**src/hdl/hbc_pkg.sv**
```systemverilog
package hbc_pkg;

  // Datapath widths
  localparam int TIME_W  = 32;
  localparam int DEB_W   = 16;
  localparam int PULSE_W = 12;
  localparam int CODE_W  = 3;
  localparam int MASK_W  = 3;
  localparam int SPEED_W = 25;
  localparam int MECH_W  = SPEED_W - 1;
  localparam int CFG_W   = 32;
  localparam int CFG_IDX_W = 3;

  // Motor constants
  localparam int RING_DEPTH   = 6;
  localparam int RING_IDX_W   = $clog2(RING_DEPTH);
  localparam int PWM_PERIOD   = 3200;
  localparam int BOOT_PERCENT = 95;
  localparam logic [PULSE_W-1:0] PWM_PERIOD_C   = PULSE_W'(PWM_PERIOD);
  localparam logic [PULSE_W-1:0] BOOT_COMPARE_C = PULSE_W'(PWM_PERIOD * BOOT_PERCENT / 100);
  localparam logic [PULSE_W-1:0] PULSE_MAX_C    = '1;
  localparam logic [MECH_W-1:0]  SPEED_MAX_C    = '1;

  // Serial divider: one quotient bit per cycle
  localparam int DIV_STEPS = TIME_W;
  localparam int DIV_CNT_W = $clog2(DIV_STEPS);

  // Hall codes with all sensors equal carry no position
  localparam logic [CODE_W-1:0] HALL_ALL_LOW  = '0;
  localparam logic [CODE_W-1:0] HALL_ALL_HIGH = '1;

  // Step order for clockwise rotation
  localparam logic [CODE_W-1:0] MIRROR_TABLE [8] = '{
    3'd0, 3'd6, 3'd5, 3'd4, 3'd3, 3'd2, 3'd1, 3'd0
  };

  // Request kinds carried in tuser
  typedef enum logic [1:0] {
    FUNC_EDGE  = 2'd0,
    FUNC_PWM   = 2'd1,
    FUNC_START = 2'd2,
    FUNC_STOP  = 2'd3
  } func_e;

  // Configuration register indexes
  localparam logic [CFG_IDX_W-1:0] REG_DIRECTION_CCW = 3'd0;
  localparam logic [CFG_IDX_W-1:0] REG_DEBOUNCE_US   = 3'd1;
  localparam logic [CFG_IDX_W-1:0] REG_RAMP_START    = 3'd2;
  localparam logic [CFG_IDX_W-1:0] REG_RAMP_STEP     = 3'd3;
  localparam logic [CFG_IDX_W-1:0] REG_RAMP_END      = 3'd4;
  localparam logic [CFG_IDX_W-1:0] REG_SPEED_NUM     = 3'd5;
  localparam logic [CFG_IDX_W-1:0] REG_TIMEOUT_US    = 3'd6;

  // Input tdata layout
  localparam int IN_NOW_LSB  = 0;
  localparam int IN_CODE_LSB = IN_NOW_LSB + TIME_W;
  localparam int IN_REQ_LSB  = IN_CODE_LSB + CODE_W;
  localparam int IN_BITS     = IN_REQ_LSB + PULSE_W;
  localparam int IN_TDATA_W  = ((IN_BITS + 7) / 8) * 8;

  // Result item, compare_u in the lowest bits
  typedef struct packed {
    logic                      timed_out;
    logic signed [SPEED_W-1:0] speed_rpm;
    logic [MASK_W-1:0]         low_enable;
    logic [MASK_W-1:0]         high_enable;
    logic [PULSE_W-1:0]        compare_w;
    logic [PULSE_W-1:0]        compare_v;
    logic [PULSE_W-1:0]        compare_u;
  } out_item_t;

  localparam int OUT_BITS    = $bits(out_item_t);
  localparam int OUT_TDATA_W = ((OUT_BITS + 7) / 8) * 8;

endpackage

```
**src/hdl/hall_bldc_commutator_with_speed_top.sv**
```systemverilog
// Six-step hall commutator with speed measurement. Each request on the slave
// stream is a timestamped event (hall edge, PWM request, start, stop) and gives
// exactly one result on the master stream: the three phase compares, the
// high- and low-side enables, the signed speed in rpm and a timeout flag.
// One request is in work at a time. A hall edge that commutates while running
// goes through decode, the subtract and add steps that update the running sum
// of the six-entry interval ring, the bit-serial restoring divider that forms
// speed_numerator / sum, saturate and sign, and the output register load, which
// waits until that register is free; it then returns to idle, where the next
// request is taken. Every other event (and a debounced, invalid or stopped edge)
// goes through decode, load and idle only. The result sits in an output register,
// so the next request may be taken while it waits.
// Configuration writes are taken at any clock but are meant for idle periods.
module hall_bldc_commutator_with_speed_top (
  input  logic                                clk_i,
  input  logic                                rst_ni,
  // Configuration write port
  input  logic                                cfg_we_i,
  input  logic [hbc_pkg::CFG_IDX_W-1:0]       cfg_idx_i,
  input  logic [hbc_pkg::CFG_W-1:0]           cfg_wdata_i,
  // Event stream
  input  logic                                s_tvalid_i,
  output logic                                s_tready_o,
  // tdata: now_us[31:0], hall_code[34:32], pwm_request[46:35], zero pad
  input  logic [hbc_pkg::IN_TDATA_W-1:0]      s_tdata_i,
  // tuser: func[1:0]
  input  logic [1:0]                          s_tuser_i,
  // Result stream
  output logic                                m_tvalid_o,
  input  logic                                m_tready_i,
  // tdata: compare_u[11:0], compare_v[23:12], compare_w[35:24],
  //        high_enable[38:36], low_enable[41:39], speed_rpm[66:42],
  //        timed_out[67], zero pad
  output logic [hbc_pkg::OUT_TDATA_W-1:0]     m_tdata_o
);
  import hbc_pkg::*;

  localparam logic [2:0] S_IDLE = 3'd0;
  localparam logic [2:0] S_EXEC = 3'd1;
  localparam logic [2:0] S_RSUB = 3'd2;
  localparam logic [2:0] S_RADD = 3'd3;
  localparam logic [2:0] S_DIV  = 3'd4;
  localparam logic [2:0] S_SIGN = 3'd5;
  localparam logic [2:0] S_PUSH = 3'd6;

  // Configuration
  logic                ccw_q;
  logic [DEB_W-1:0]    deb_q;
  logic [PULSE_W-1:0]  rstart_q, rstep_q, rend_q;
  logic [TIME_W-1:0]   num_q, tmo_q;

  // Control and motor state
  logic [2:0]                 state_q, state_d;
  logic                       running_q, running_d;
  logic [PULSE_W-1:0]         ramp_q, ramp_d;
  logic [TIME_W-1:0]          prev_q, prev_d, last_q, last_d;
  logic [TIME_W-1:0]          ring_q [RING_DEPTH];
  logic [TIME_W-1:0]          ring_d [RING_DEPTH];
  logic [RING_IDX_W-1:0]      idx_q, idx_d;
  logic [TIME_W-1:0]          sum_q, sum_d;
  logic [PULSE_W-1:0]         cmp_q [3];
  logic [PULSE_W-1:0]         cmp_d [3];
  logic [MASK_W-1:0]          hi_q, hi_d, lo_q, lo_d;
  logic signed [SPEED_W-1:0]  speed_q, speed_d;

  // Captured request and work registers
  func_e               func_q;
  logic [TIME_W-1:0]   now_q;
  logic [CODE_W-1:0]   code_q;
  logic [PULSE_W-1:0]  req_q;
  logic [TIME_W-1:0]   dt_q, dt_d;
  logic [TIME_W-1:0]   rem_q, rem_d, quo_q, quo_d;
  logic [DIV_CNT_W-1:0] cnt_q, cnt_d;

  // Output register
  logic                out_valid_q, out_valid_d;
  out_item_t           out_q, out_d;

  // Combinational helpers
  logic                accept;
  logic [TIME_W-1:0]   dt;
  logic                code_ok;
  logic [PULSE_W-1:0]  ramp_lim;
  logic [PULSE_W:0]    ramp_sum;
  logic [PULSE_W-1:0]  ramp_inc;
  logic                drive_en;
  logic [PULSE_W-1:0]  duty, duty_c;
  logic [CODE_W-1:0]   step;
  logic [MASK_W-1:0]   pair_hi, pair_lo;
  logic [TIME_W:0]     div_try, div_diff;
  logic [MECH_W-1:0]   mech;
  logic [TIME_W-1:0]   age;

  assign s_tready_o = (state_q == S_IDLE);
  assign accept     = s_tvalid_i && s_tready_o;
  assign m_tvalid_o = out_valid_q;
  assign m_tdata_o  = {{(OUT_TDATA_W - OUT_BITS){1'b0}}, out_q};

  // Store configuration writes
  always_ff @(posedge clk_i or negedge rst_ni) begin
    if (!rst_ni) begin
      ccw_q    <= 1'b0;
      deb_q    <= DEB_W'(50);
      rstart_q <= PULSE_W'(320);
      rstep_q  <= PULSE_W'(32);
      rend_q   <= PULSE_W'(480);
      num_q    <= TIME_W'(15000000);
      tmo_q    <= TIME_W'(2000000);
    end else if (cfg_we_i) begin
      unique case (cfg_idx_i)
        REG_DIRECTION_CCW: ccw_q    <= cfg_wdata_i[0];
        REG_DEBOUNCE_US:   deb_q    <= cfg_wdata_i[DEB_W-1:0];
        REG_RAMP_START:    rstart_q <= cfg_wdata_i[PULSE_W-1:0];
        REG_RAMP_STEP:     rstep_q  <= cfg_wdata_i[PULSE_W-1:0];
        REG_RAMP_END:      rend_q   <= cfg_wdata_i[PULSE_W-1:0];
        REG_SPEED_NUM:     num_q    <= cfg_wdata_i[TIME_W-1:0];
        REG_TIMEOUT_US:    tmo_q    <= cfg_wdata_i[TIME_W-1:0];
        default: ;
      endcase
    end
  end

  // Look up the phase pair for the captured hall code
  always_comb begin
    step = ccw_q ? code_q : MIRROR_TABLE[code_q];
    unique case (step)
      3'd1:    begin pair_hi = 3'b100; pair_lo = 3'b010; end
      3'd2:    begin pair_hi = 3'b010; pair_lo = 3'b001; end
      3'd3:    begin pair_hi = 3'b100; pair_lo = 3'b001; end
      3'd4:    begin pair_hi = 3'b001; pair_lo = 3'b100; end
      3'd5:    begin pair_hi = 3'b001; pair_lo = 3'b010; end
      3'd6:    begin pair_hi = 3'b010; pair_lo = 3'b100; end
      default: begin pair_hi = '0;     pair_lo = '0;     end
    endcase
  end

  // Sequence a request: decode, ring update and divide (commutating edges), output
  always_comb begin
    state_d     = state_q;
    running_d   = running_q;
    ramp_d      = ramp_q;
    prev_d      = prev_q;
    last_d      = last_q;
    ring_d      = ring_q;
    idx_d       = idx_q;
    sum_d       = sum_q;
    cmp_d       = cmp_q;
    hi_d        = hi_q;
    lo_d        = lo_q;
    speed_d     = speed_q;
    dt_d        = dt_q;
    rem_d       = rem_q;
    quo_d       = quo_q;
    cnt_d       = cnt_q;
    out_valid_d = out_valid_q;
    out_d       = out_q;
    drive_en    = 1'b0;
    duty        = ramp_q;

    dt       = now_q - prev_q;
    code_ok  = (code_q != HALL_ALL_LOW) && (code_q != HALL_ALL_HIGH);
    ramp_lim = (rend_q > PWM_PERIOD_C) ? PWM_PERIOD_C : rend_q;
    ramp_sum = {1'b0, ramp_q} + {1'b0, rstep_q};
    ramp_inc = ramp_sum[PULSE_W] ? PULSE_MAX_C : ramp_sum[PULSE_W-1:0];
    div_try  = {rem_q, quo_q[TIME_W-1]};
    div_diff = div_try - {1'b0, sum_q};
    mech     = (|quo_q[TIME_W-1:MECH_W]) ? SPEED_MAX_C : quo_q[MECH_W-1:0];
    age      = now_q - last_q;

    // Drop the result once taken
    if (out_valid_q && m_tready_i) begin
      out_valid_d = 1'b0;
    end

    unique case (state_q)
      S_IDLE: begin
        if (accept) begin
          state_d = S_EXEC;
        end
      end
      S_EXEC: begin
        state_d = S_PUSH;
        unique case (func_q)
          FUNC_EDGE: begin
            if (dt >= TIME_W'(deb_q)) begin
              prev_d = now_q;
              last_d = now_q;
              if (code_ok) begin
                if (!running_q) begin
                  speed_d = '0;
                end else begin
                  if (ramp_q < ramp_lim) begin
                    ramp_d = ramp_inc;
                  end
                  drive_en = 1'b1;
                  duty     = ramp_d;
                  dt_d     = dt;
                  state_d  = S_RSUB;
                end
              end
            end
          end
          FUNC_PWM: begin
            if (running_q && (ramp_q >= ramp_lim)) begin
              drive_en = code_ok;
              duty     = req_q;
              if (req_q > ramp_q) begin
                ramp_d = req_q;
              end
            end
          end
          FUNC_START: begin
            ramp_d    = rstart_q;
            running_d = 1'b1;
            last_d    = now_q;
            drive_en  = code_ok;
            duty      = rstart_q;
          end
          FUNC_STOP: begin
            running_d = 1'b0;
            ramp_d    = rstart_q;
            for (int p = 0; p < 3; p++) begin
              cmp_d[p] = BOOT_COMPARE_C;
            end
            hi_d    = '0;
            lo_d    = '1;
            speed_d = '0;
          end
        endcase
      end
      S_RSUB: begin
        // Remove the oldest interval from the running sum
        sum_d   = sum_q - ring_q[idx_q];
        state_d = S_RADD;
      end
      S_RADD: begin
        // Add the new interval, advance the ring and arm the divider
        sum_d         = sum_q + dt_q;
        ring_d[idx_q] = dt_q;
        idx_d         = (idx_q == RING_IDX_W'(RING_DEPTH - 1)) ? '0 : idx_q + 1'b1;
        quo_d         = num_q;
        rem_d         = '0;
        cnt_d         = '0;
        state_d       = S_DIV;
      end
      S_DIV: begin
        // One restoring division step per cycle
        if (!div_diff[TIME_W]) begin
          rem_d = div_diff[TIME_W-1:0];
          quo_d = {quo_q[TIME_W-2:0], 1'b1};
        end else begin
          rem_d = div_try[TIME_W-1:0];
          quo_d = {quo_q[TIME_W-2:0], 1'b0};
        end
        cnt_d = cnt_q + 1'b1;
        if (cnt_q == DIV_CNT_W'(DIV_STEPS - 1)) begin
          state_d = S_SIGN;
        end
      end
      S_SIGN: begin
        // Saturate the quotient and apply the direction sign
        if (sum_q == '0) begin
          speed_d = '0;
        end else if (ccw_q) begin
          speed_d = -$signed({1'b0, mech});
        end else begin
          speed_d = $signed({1'b0, mech});
        end
        state_d = S_PUSH;
      end
      S_PUSH: begin
        // Hold until the output register is free
        if (!out_valid_q || m_tready_i) begin
          out_valid_d       = 1'b1;
          out_d.compare_u   = cmp_q[0];
          out_d.compare_v   = cmp_q[1];
          out_d.compare_w   = cmp_q[2];
          out_d.high_enable = hi_q;
          out_d.low_enable  = lo_q;
          out_d.speed_rpm   = speed_q;
          out_d.timed_out   = (age > tmo_q);
          state_d           = S_IDLE;
        end
      end
      default: state_d = S_IDLE;
    endcase

    // Commutate: clear all enables, then drive the selected pair
    duty_c = (duty > PWM_PERIOD_C) ? PWM_PERIOD_C : duty;
    if (drive_en) begin
      hi_d = pair_hi;
      lo_d = pair_lo;
      for (int p = 0; p < 3; p++) begin
        if (pair_hi[p]) begin
          cmp_d[p] = duty_c;
        end else if (pair_lo[p]) begin
          cmp_d[p] = '0;
        end
      end
    end
  end

  // Control and motor state registers
  always_ff @(posedge clk_i or negedge rst_ni) begin
    if (!rst_ni) begin
      state_q     <= S_IDLE;
      running_q   <= 1'b0;
      ramp_q      <= PULSE_W'(320);
      prev_q      <= '0;
      last_q      <= '0;
      for (int i = 0; i < RING_DEPTH; i++) begin
        ring_q[i] <= '0;
      end
      idx_q       <= '0;
      sum_q       <= '0;
      for (int p = 0; p < 3; p++) begin
        cmp_q[p] <= BOOT_COMPARE_C;
      end
      hi_q        <= '0;
      lo_q        <= '1;
      speed_q     <= '0;
      out_valid_q <= 1'b0;
    end else begin
      state_q     <= state_d;
      running_q   <= running_d;
      ramp_q      <= ramp_d;
      prev_q      <= prev_d;
      last_q      <= last_d;
      ring_q      <= ring_d;
      idx_q       <= idx_d;
      sum_q       <= sum_d;
      cmp_q       <= cmp_d;
      hi_q        <= hi_d;
      lo_q        <= lo_d;
      speed_q     <= speed_d;
      out_valid_q <= out_valid_d;
    end
  end

  // Payload registers
  always_ff @(posedge clk_i) begin
    if (accept) begin
      func_q <= func_e'(s_tuser_i);
      now_q  <= s_tdata_i[IN_NOW_LSB +: TIME_W];
      code_q <= s_tdata_i[IN_CODE_LSB +: CODE_W];
      req_q  <= s_tdata_i[IN_REQ_LSB +: PULSE_W];
    end
    dt_q  <= dt_d;
    rem_q <= rem_d;
    quo_q <= quo_d;
    cnt_q <= cnt_d;
    out_q <= out_d;
  end

endmodule

```
**config.mk**
```make
export PLATFORM = sky130hd
export DESIGN_NAME = hall_bldc_commutator_with_speed_top
export DESIGN_NICKNAME = d
export VERILOG_FILES = /design/src/hdl/hbc_pkg.sv /design/src/hdl/hall_bldc_commutator_with_speed_top.sv
export SDC_FILE = /design/constraint.sdc
export NUM_CORES = 2
export LEC_CHECK = 0
export BUFFER_PORTS_ARGS = -buffer_cell sky130_fd_sc_hd__buf_2
export CAP_MARGIN = 20
export CORE_MARGIN = 5
export CORE_UTILIZATION = 40
export CTS_BUF_LIST = sky130_fd_sc_hd__clkbuf_2 sky130_fd_sc_hd__clkbuf_4 sky130_fd_sc_hd__clkbuf_8
export DETAILED_ROUTE_END_ITERATION = 7
export GPL_TIMING_DRIVEN = 0
export PLACE_DENSITY = 0.66
export SLEW_MARGIN = 5
export SYNTH_ARGS = -nofsm -noshare
export SYNTH_HDL_FRONTEND = slang
export SYNTH_SLANG_ARGS = --single-unit
```
**constraint.sdc**
```tcl
create_clock -name clk_i -period 10.4 [get_ports clk_i]
set_input_delay 0.52 -clock clk_i [delete_from_list [all_inputs] [get_ports clk_i]]
set_output_delay 0.52 -clock clk_i [all_outputs]
set_load 0.02 [all_outputs]
```
==> metrics.cfg, run 1 <==
[critical_path]
highest_fanout_seen_on_the_critical_path = 10
critPathTopFamily = simple AND/OR/NAND/NOR gates
critPathCaptureType = register
crit_type = register to register
worstSetupStartpointType = register
reg2reg_to = sum_q[28]$_DFFE_PN0P_
slowest_cell_delay_on_critical_path_ns = 0.52
r2r-start = idx_q[0]$_DFFE_PN0P_
reg2reg_depth = 26
cp_data_required_time_ns = 11.00
crit_buf_inv = 4
r2r_setup_slack_ns = 3.39
critPathArrivalTime_ns = 7.61
critical-path-slowest-cell = nor4bb_1
critical-path-top-cell-by-count = buf_2

[global_routing]
grt_usage_pct = 19.8
grt_max_degree = 111
grt_first_pass_wirelength_um = 164000
grt.overflow.total = 0
first_global_vias = 28800
antenna_found_initial = 8

[clock_network]
tritoncts = built
cts-resized-gates = 0
ctsLongestPathBuffers = 3
clk_root_buffer_cell = clkbuf_8
max_h_tree_level = 3
clk_latency_ns = 0.76
post-cts-setup-buffer-count = 0
cts_made_buffers = 118
holdBufCountCts = 59
clk_pin_slew_ns = 0.06
numClockSinks = 710

[power]
total_power_mw = 16.1
p_leak_nw = 19.6
worst_ir_drop_vdd_mv = 0.190
power-per-cell-area_nw_per_um2 = 357

[sta]
max_slew.worst_pin.slew_ns = 1.01
finalHoldViolations = 0
tns_ns = 0
post-route-period-util_pct = 67.4
clock_skews_ns = 0.0306
grt_setup_unrepaired = no
relSlewSlack_pct = 32.1
setup_viol = 0
achievable-frequency_ghz = 0.143
timing.final.ws_setup_ns = 3.39
post-route-min-period_ns = 7.01
slew_viol_final = 0

[hold_path]
worstHoldStart = cfg_wdata_i[30]
hold_depth = 2
worst_hold_path.endpoint = num_q[30]$_DFFE_PN0P_
holdCritPathClass = input port to register

[drt]
detail_route.wl_per_cell_um = 19.8
viasPerCell = 5.47
drt_drc_violations_left = 0
via_count = 28900
drt-pass1-iter-count = 5
antenna_violating_nets_post_route = 0
routed_wirelength_um = 105000
initialDrtViolationCount = 2397

[die]
dieWidth_um = 323
fp.dieArea_um2 = 104000
initial_core_util_pct = 40.4
die_y_um = 323
core_area_um2 = 97000
top_level_ports = 164
fp-row-count = 114

[synthesis]
synthTopCellsByArea = dfrtp_1 28%, edfxtp_1 17%, mux2_2 11%
post_synthesis_cell_area_um2 = 39200
async_flop_share_pct = 69.3
syn_area_per_cell_um2 = 11.0
synth_top_cell_by_area = dfrtp_1
synth_edf_count = 218
syn_inst = 3558
synth-seq-cells = 710
seq_area_frac_synth_pct = 48.2
synth_cell_types = 93
synth_top_flop_cell = dfrtp_1
synth_largest_type_area_fraction_pct = 28.2
synthesis.yosys.warnings = 0

[placed_design]
placement.setup.worst_slack_ns = 3.38
placed_cells_incl_taps = 5004
numPortBuffers = 158
dp_hpwl_um = 77800
routabilityCongestion = 0.912

[outcome]
outcome = finished clean

[cells_and_area]
layout-drive-gt1-share_pct = 23.0
area_delta_synth_final_pct = 14.9
fin_cells = 5287
num-nets-final = 4215

[run]
cap_viol_max_count = 0

[state kept, by name, indices dropped and copies added (netlist names), 5 cells and up]
| register | cells |
|---|---|
| sum_q | 32 |
| num_q | 32 |
| prev_q | 32 |
| tmo_q | 32 |
| cmp_q | 36 |
| dt_q | 32 |
| now_q | 32 |
| rstep_q | 12 |
| rstart_q | 12 |
| ring_q | 192 |
| req_q | 12 |
| ramp_q | 12 |
| deb_q | 16 |
| speed_q | 25 |
| last_q | 32 |
| quo_q | 32 |
| rem_q | 32 |
| m_tdata_o | 68 |
| cnt_q | 5 |
| rend_q | 12 |
[layer usage]
layer  wire length, µm  vias to the layer above  global-route usage, %
met5                 0                        -                      0
met4              2950                        0                   5.98
met3              6360                      181                   3.80
met2             48800                      829                   32.3
met1             46500                    14300                   27.1
li1                  -                    13700                      -
[area by class of cell]
class / instances / area (µm²)
clock inverters: 48 / 449
clock buffers: 174 / 2160
plain buffers: 136 / 598
multi-input cells: 2502 / 18900
fillers: 9005 / 51900
flip-flops and latches: 710 / 18900
diodes: 2 / 5.00
inverters: 213 / 800
repair buffers: 226 / 1620
well taps: 1276 / 1600
[placed cells by master (no fill, tap or decap), types with 65 or more instances in the layout]
master / instances
dfrtp_1: 442
inv_1: 212
buf_2: 179
edfxtp_1: 218
clkbuf_8: 136
mux2_2: 392
ha_1: 213
nand3_1: 72
clkbuf_1: 91
xnor2_1: 99
nor2_1: 286
a21oi_1: 193
mux2i_1: 65
o21ai_0: 181
nand2_1: 236
[worst max path at each step]
stage / end / from / cells after the start
after floorplan: dt_q[0]$_DFFE_PP_ / now_q[1]$_DFFE_PP_ / 23
after global placement: cmp_q[3]$_DFF_PN0_ / rst_ni / 1
after detailed placement: sum_q[28]$_DFFE_PN0P_ / idx_q[0]$_DFFE_PN0P_ / 26
after CTS: sum_q[28]$_DFFE_PN0P_ / idx_q[0]$_DFFE_PN0P_ / 26
after global routing: sum_q[28]$_DFFE_PN0P_ / idx_q[0]$_DFFE_PN0P_ / 26
final: sum_q[28]$_DFFE_PN0P_ / idx_q[0]$_DFFE_PN0P_ / 26
[synthesized netlist by cell type (7+ instances only)]
| cell | n |
|---|---|
| buf_1 | 10 |
| a211oi_1 | 18 |
| nand3_1 | 72 |
| dfrtp_1 | 442 |
| mux4_2 | 30 |
| a22oi_1 | 14 |
| o21ai_1 | 21 |
| o31ai_1 | 10 |
| and2_1 | 18 |
| a21o_1 | 58 |
| or3_1 | 13 |
| a31oi_1 | 35 |
| nor3_1 | 59 |
| buf_2 | 22 |
| or4_1 | 9 |
| clkbuf_1 | 91 |
| mux2i_1 | 65 |
| nand4_1 | 26 |
| o21ai_0 | 181 |
| and3_1 | 25 |
| or2_2 | 15 |
| edfxtp_1 | 218 |
| a32oi_1 | 15 |
| o22ai_1 | 23 |
| mux2_2 | 392 |
| nor4_1 | 16 |
| a21oi_1 | 193 |
| o21bai_1 | 18 |
| nor3b_1 | 14 |
| dfstp_2 | 50 |
| nand2_1 | 237 |
| a211o_1 | 7 |
| nor2b_1 | 35 |
| nor2_1 | 288 |
| buf_4 | 10 |
| xor2_1 | 60 |
| a22o_1 | 28 |
| ha_1 | 213 |
| a21boi_0 | 7 |
| inv_1 | 212 |
| o211ai_1 | 27 |
| xnor2_1 | 99 |
| nand2b_1 | 34 |
| o21a_1 | 28 |
[metrics by stage]
stage	utilization (%)	area (µm²)	hold slack [ns]
floorplan	-	39200	0.224
global placement	42.9	41600	0.434
detailed placement	43.2	41900	0.436
CTS	46.5	45100	0.00454
global route	46.5	45100	0.0400
finish	46.5	45100	0.0878
[cells by family after synthesis]
logic type | Yosys count | synth area share, %
AO/OA/AOI/OAI | 755 | 12.4
XOR/XNOR | 159 | 3.55
adder cells (fa/ha/maj) | 218 | 7.05
buffers and inverters | 349 | 3.56
flip-flops | 710 | 48.2
multiplexers | 487 | 14.6
other | 1 | 0.00956
AND/OR/NAND/NOR | 879 | 10.5
[where the power goes]
part | internal [mW] | switching (mW)
logic | 3.70 | 4.89
registers | 4.10 | 0.697
clock network | 1.53 | 1.17
total | 9.32 | 6.76
No activity file was read; power rests on OpenSTA's default activity.
==> run 2, diff against run 1 <==
- clock period: 10.4 -> 6.9 ns (I/O delays scaled with it)
==> run 2 against run 1 <==
Against the previous run: die area is the same; sequential cell count is the same; critical path depth shrank 3; worst hold slack gained 0.010 ns; routed wire length grew 0.23%; combinational power grew 52%; critical endpoint is now dt_q[22]$_DFFE_PP_; highest routed layer unchanged; sequential share of layout area shrank 0.27 points; critical path type unchanged; clock skew grew 0.0019 ns; maximum frequency grew 7.1%.
==> metrics.cfg, run 2 (synthesis gave the netlist of run 1 again) <==
[global_routing]
grt_usage_pct = 19.9  ; +0.023 points
first_global_vias = 28900  ; +0.23%
grt_max_degree = 111  ; unchanged
antenna_found_initial = 8  ; unchanged
grt.overflow.total = 0  ; unchanged
grt_first_pass_wirelength_um = 164000  ; +0.16%

[cells_and_area]
largest_register = ring_q
layout.cells.most_common_list = 442 x dfrtp_1, 392 x mux2_2, 286 x nor2_1
layout-drive-gt1-share_pct = 22.9  ; -0.093 points
num-nets-final = 4240  ; +0.59%
commonest_non_fill_non_tap_cell_in_the_layout = dfrtp_1
core_util_final_pct = 46.8  ; +0.30 points
final-seq-area_um2 = 18900  ; unchanged
area_delta_synth_final_pct = 15.7
layout_fillers = 8973  ; -0.36%
flip_flop_count_of_the_largest_register_all_copies_and_words_added = 192  ; unchanged
multiInputGateArea_um2 = 19000  ; +0.11%

[placed_design]
dp_hpwl_um = 77800  ; unchanged
numPortBuffers = 158  ; unchanged
placement.setup.worst_slack_ns = -0.124  ; -3.50 ns
routabilityCongestion = 0.912  ; unchanged

[hold_path]
holdCritPathClass = input port to register

[critical_path]
reg2reg_depth = 23  ; -12%
critPathArrivalTime_ns = 6.95  ; -0.66 ns
worstSetupStartpointType = register
critPathCaptureType = register
crit_type = register to register
r2r_setup_slack_ns = 0.35  ; -3.03 ns
worst_setup_path_startpoint = now_q[1]$_DFFE_PP_
reg2reg_to = dt_q[22]$_DFFE_PP_
crit_path_end = dt_q[22]$_DFFE_PP_
cp_data_required_time_ns = 7.30  ; -3.70 ns
r2r-start = now_q[1]$_DFFE_PP_
highest_fanout_seen_on_the_critical_path = 32  ; +22

[sta]
relSlewSlack_pct = 30.6  ; -1.5 points
post_route_worst_hold_slack_ns = 0.0982  ; +0.0104 ns
clock_skews_ns = 0.0325  ; +0.00190 ns
timing.final.ws_setup_ns = 0.352  ; -3.03 ns
achievable-frequency_ghz = 0.153  ; +7.1%
finalHoldViolations = 0  ; unchanged
max_slew.worst_pin.slew_ns = 1.03  ; +0.0223 ns
setup_viol = 0  ; unchanged
post-route-period-util_pct = 94.9  ; +27 points
slew_viol_final = 0  ; unchanged
post-route-min-period_ns = 6.55  ; -0.466 ns
grt_setup_unrepaired = no

[die]
fp-row-count = 114  ; unchanged
die_y_um = 323  ; unchanged
initial_core_util_pct = 40.4  ; unchanged
core_area_um2 = 97000  ; unchanged
fp.dieArea_um2 = 104000  ; unchanged
top_level_ports = 164  ; unchanged
dieWidth_um = 323  ; unchanged

[clock_network]
cts_made_buffers = 118  ; unchanged
clk_pin_slew_ns = 0.06  ; about the same
clk_root_buffer_cell = clkbuf_8
numClockSinks = 710  ; unchanged
clk_latency_ns = 0.76  ; about the same
tritoncts = built
ctsLongestPathBuffers = 3  ; unchanged
max_h_tree_level = 3  ; unchanged

[power]
p_leak_nw = 19.7  ; +0.60%
total_power_mw = 24.3  ; +51%
worst_ir_drop_vdd_mv = 0.287  ; +51%
power-per-cell-area_nw_per_um2 = 535  ; +50%

[drt]
viasPerCell = 5.46  ; -0.27%
antenna_violating_nets_post_route = 0  ; unchanged
wirelength_met1_um = 46100  ; -0.68%
drt-pass1-iter-count = 6  ; +1
detail_route.wl_per_cell_um = 19.7  ; -0.30%
initialDrtViolationCount = 2221  ; -7.3%
dr_wl_met3_um = 6830  ; +7.4%
met2_length_um = 48700  ; -0.14%
top_layer = met4
via_count = 29000  ; +0.26%
routed_wirelength_um = 105000  ; +0.23%
drt_drc_violations_left = 0  ; unchanged

[run]
cap_viol_max_count = 0  ; unchanged

[outcome]
outcome = finished clean

## run 2: area by class of cell
class	count	area share, %
multi-input combinational	2502	41.8
antenna	5	0.0276
sequential	710	41.7
inverter	213	1.76
clock buffer	174	4.75
tap	1276	3.52
timing repair buffer	251	4.11
clock inverter	48	0.990
buffer	136	1.34
## run 2: timing repair
item / CTS / global route
hold buffers: 84 / 0
pin swaps: 0 / 0
setup endpoints to repair: 3 / 8
endpoints found under the hold margin: 227 / 0
resized for setup: 2 / 7
setup buffers: 0 / 0
## run 2: layer usage
metal,vias up,track usage [%]
met2,845,32.4
met4,0,6.10
met1,14200,27.1
met3,195,3.69
li1,13700,-
met5,-,0
## run 2: stage by stage
stage               setup TNS, ns  instance area, µm²  cells
CTS                             0               45300   5310
global route                    0               45400   5311
global placement         -2162.74               41600   4995
detailed placement         -0.329               41900   5004
floorplan                       0               39200   3561
finish                          0               45400   5315
## run 2: how the worst min path moves through the flow
stage / start / end / cells past startpoint
2_1_floorplan: rst_ni / ccw_q$_DFFE_PN0P_ / 0
3_3_place_gp: hi_q[0]$_DFFE_PN0P_ / m_tdata_o[36]$_DFFE_PP_ / 0
3_5_place_dp: hi_q[0]$_DFFE_PN0P_ / m_tdata_o[36]$_DFFE_PP_ / 0
4_1_cts: cfg_we_i / rstep_q[11]$_DFFE_PN0P_ / 3
5_1_grt: cfg_we_i / rstep_q[11]$_DFFE_PN0P_ / 3
6_report: cfg_we_i / rstep_q[0]$_DFFE_PN0P_ / 3
## run 2: power by group
group	internal, mW	switching, mW	total (mW)
Combinational	5.60	7.38	13.0
Sequential	6.17	1.05	7.22
Clock	2.31	1.77	4.08
## run 2: worst max-delay path, cell delays in order (launching register included)
cell and delay, ns:
edfxtp_1 0.51, ha_1 0.32, nor2b_1 0.14, o31a_1 0.30
o31ai_4 0.31, nand2b_1 0.09, nand2_1 0.09, a21oi_1 0.08
o21ai_0 0.17, nand2b_1 0.09, xor2_1 0.27, ha_1 0.31
a21o_1 0.18, a211oi_1 0.22, o211ai_1 0.12, nand2_1 0.08
o211ai_1 0.13, a211oi_1 0.23, nor4b_4 0.61, nand4_4 0.24
buf_6 0.24, nand3_1 0.38, clkbuf_1 0.71, nor2_4 0.34
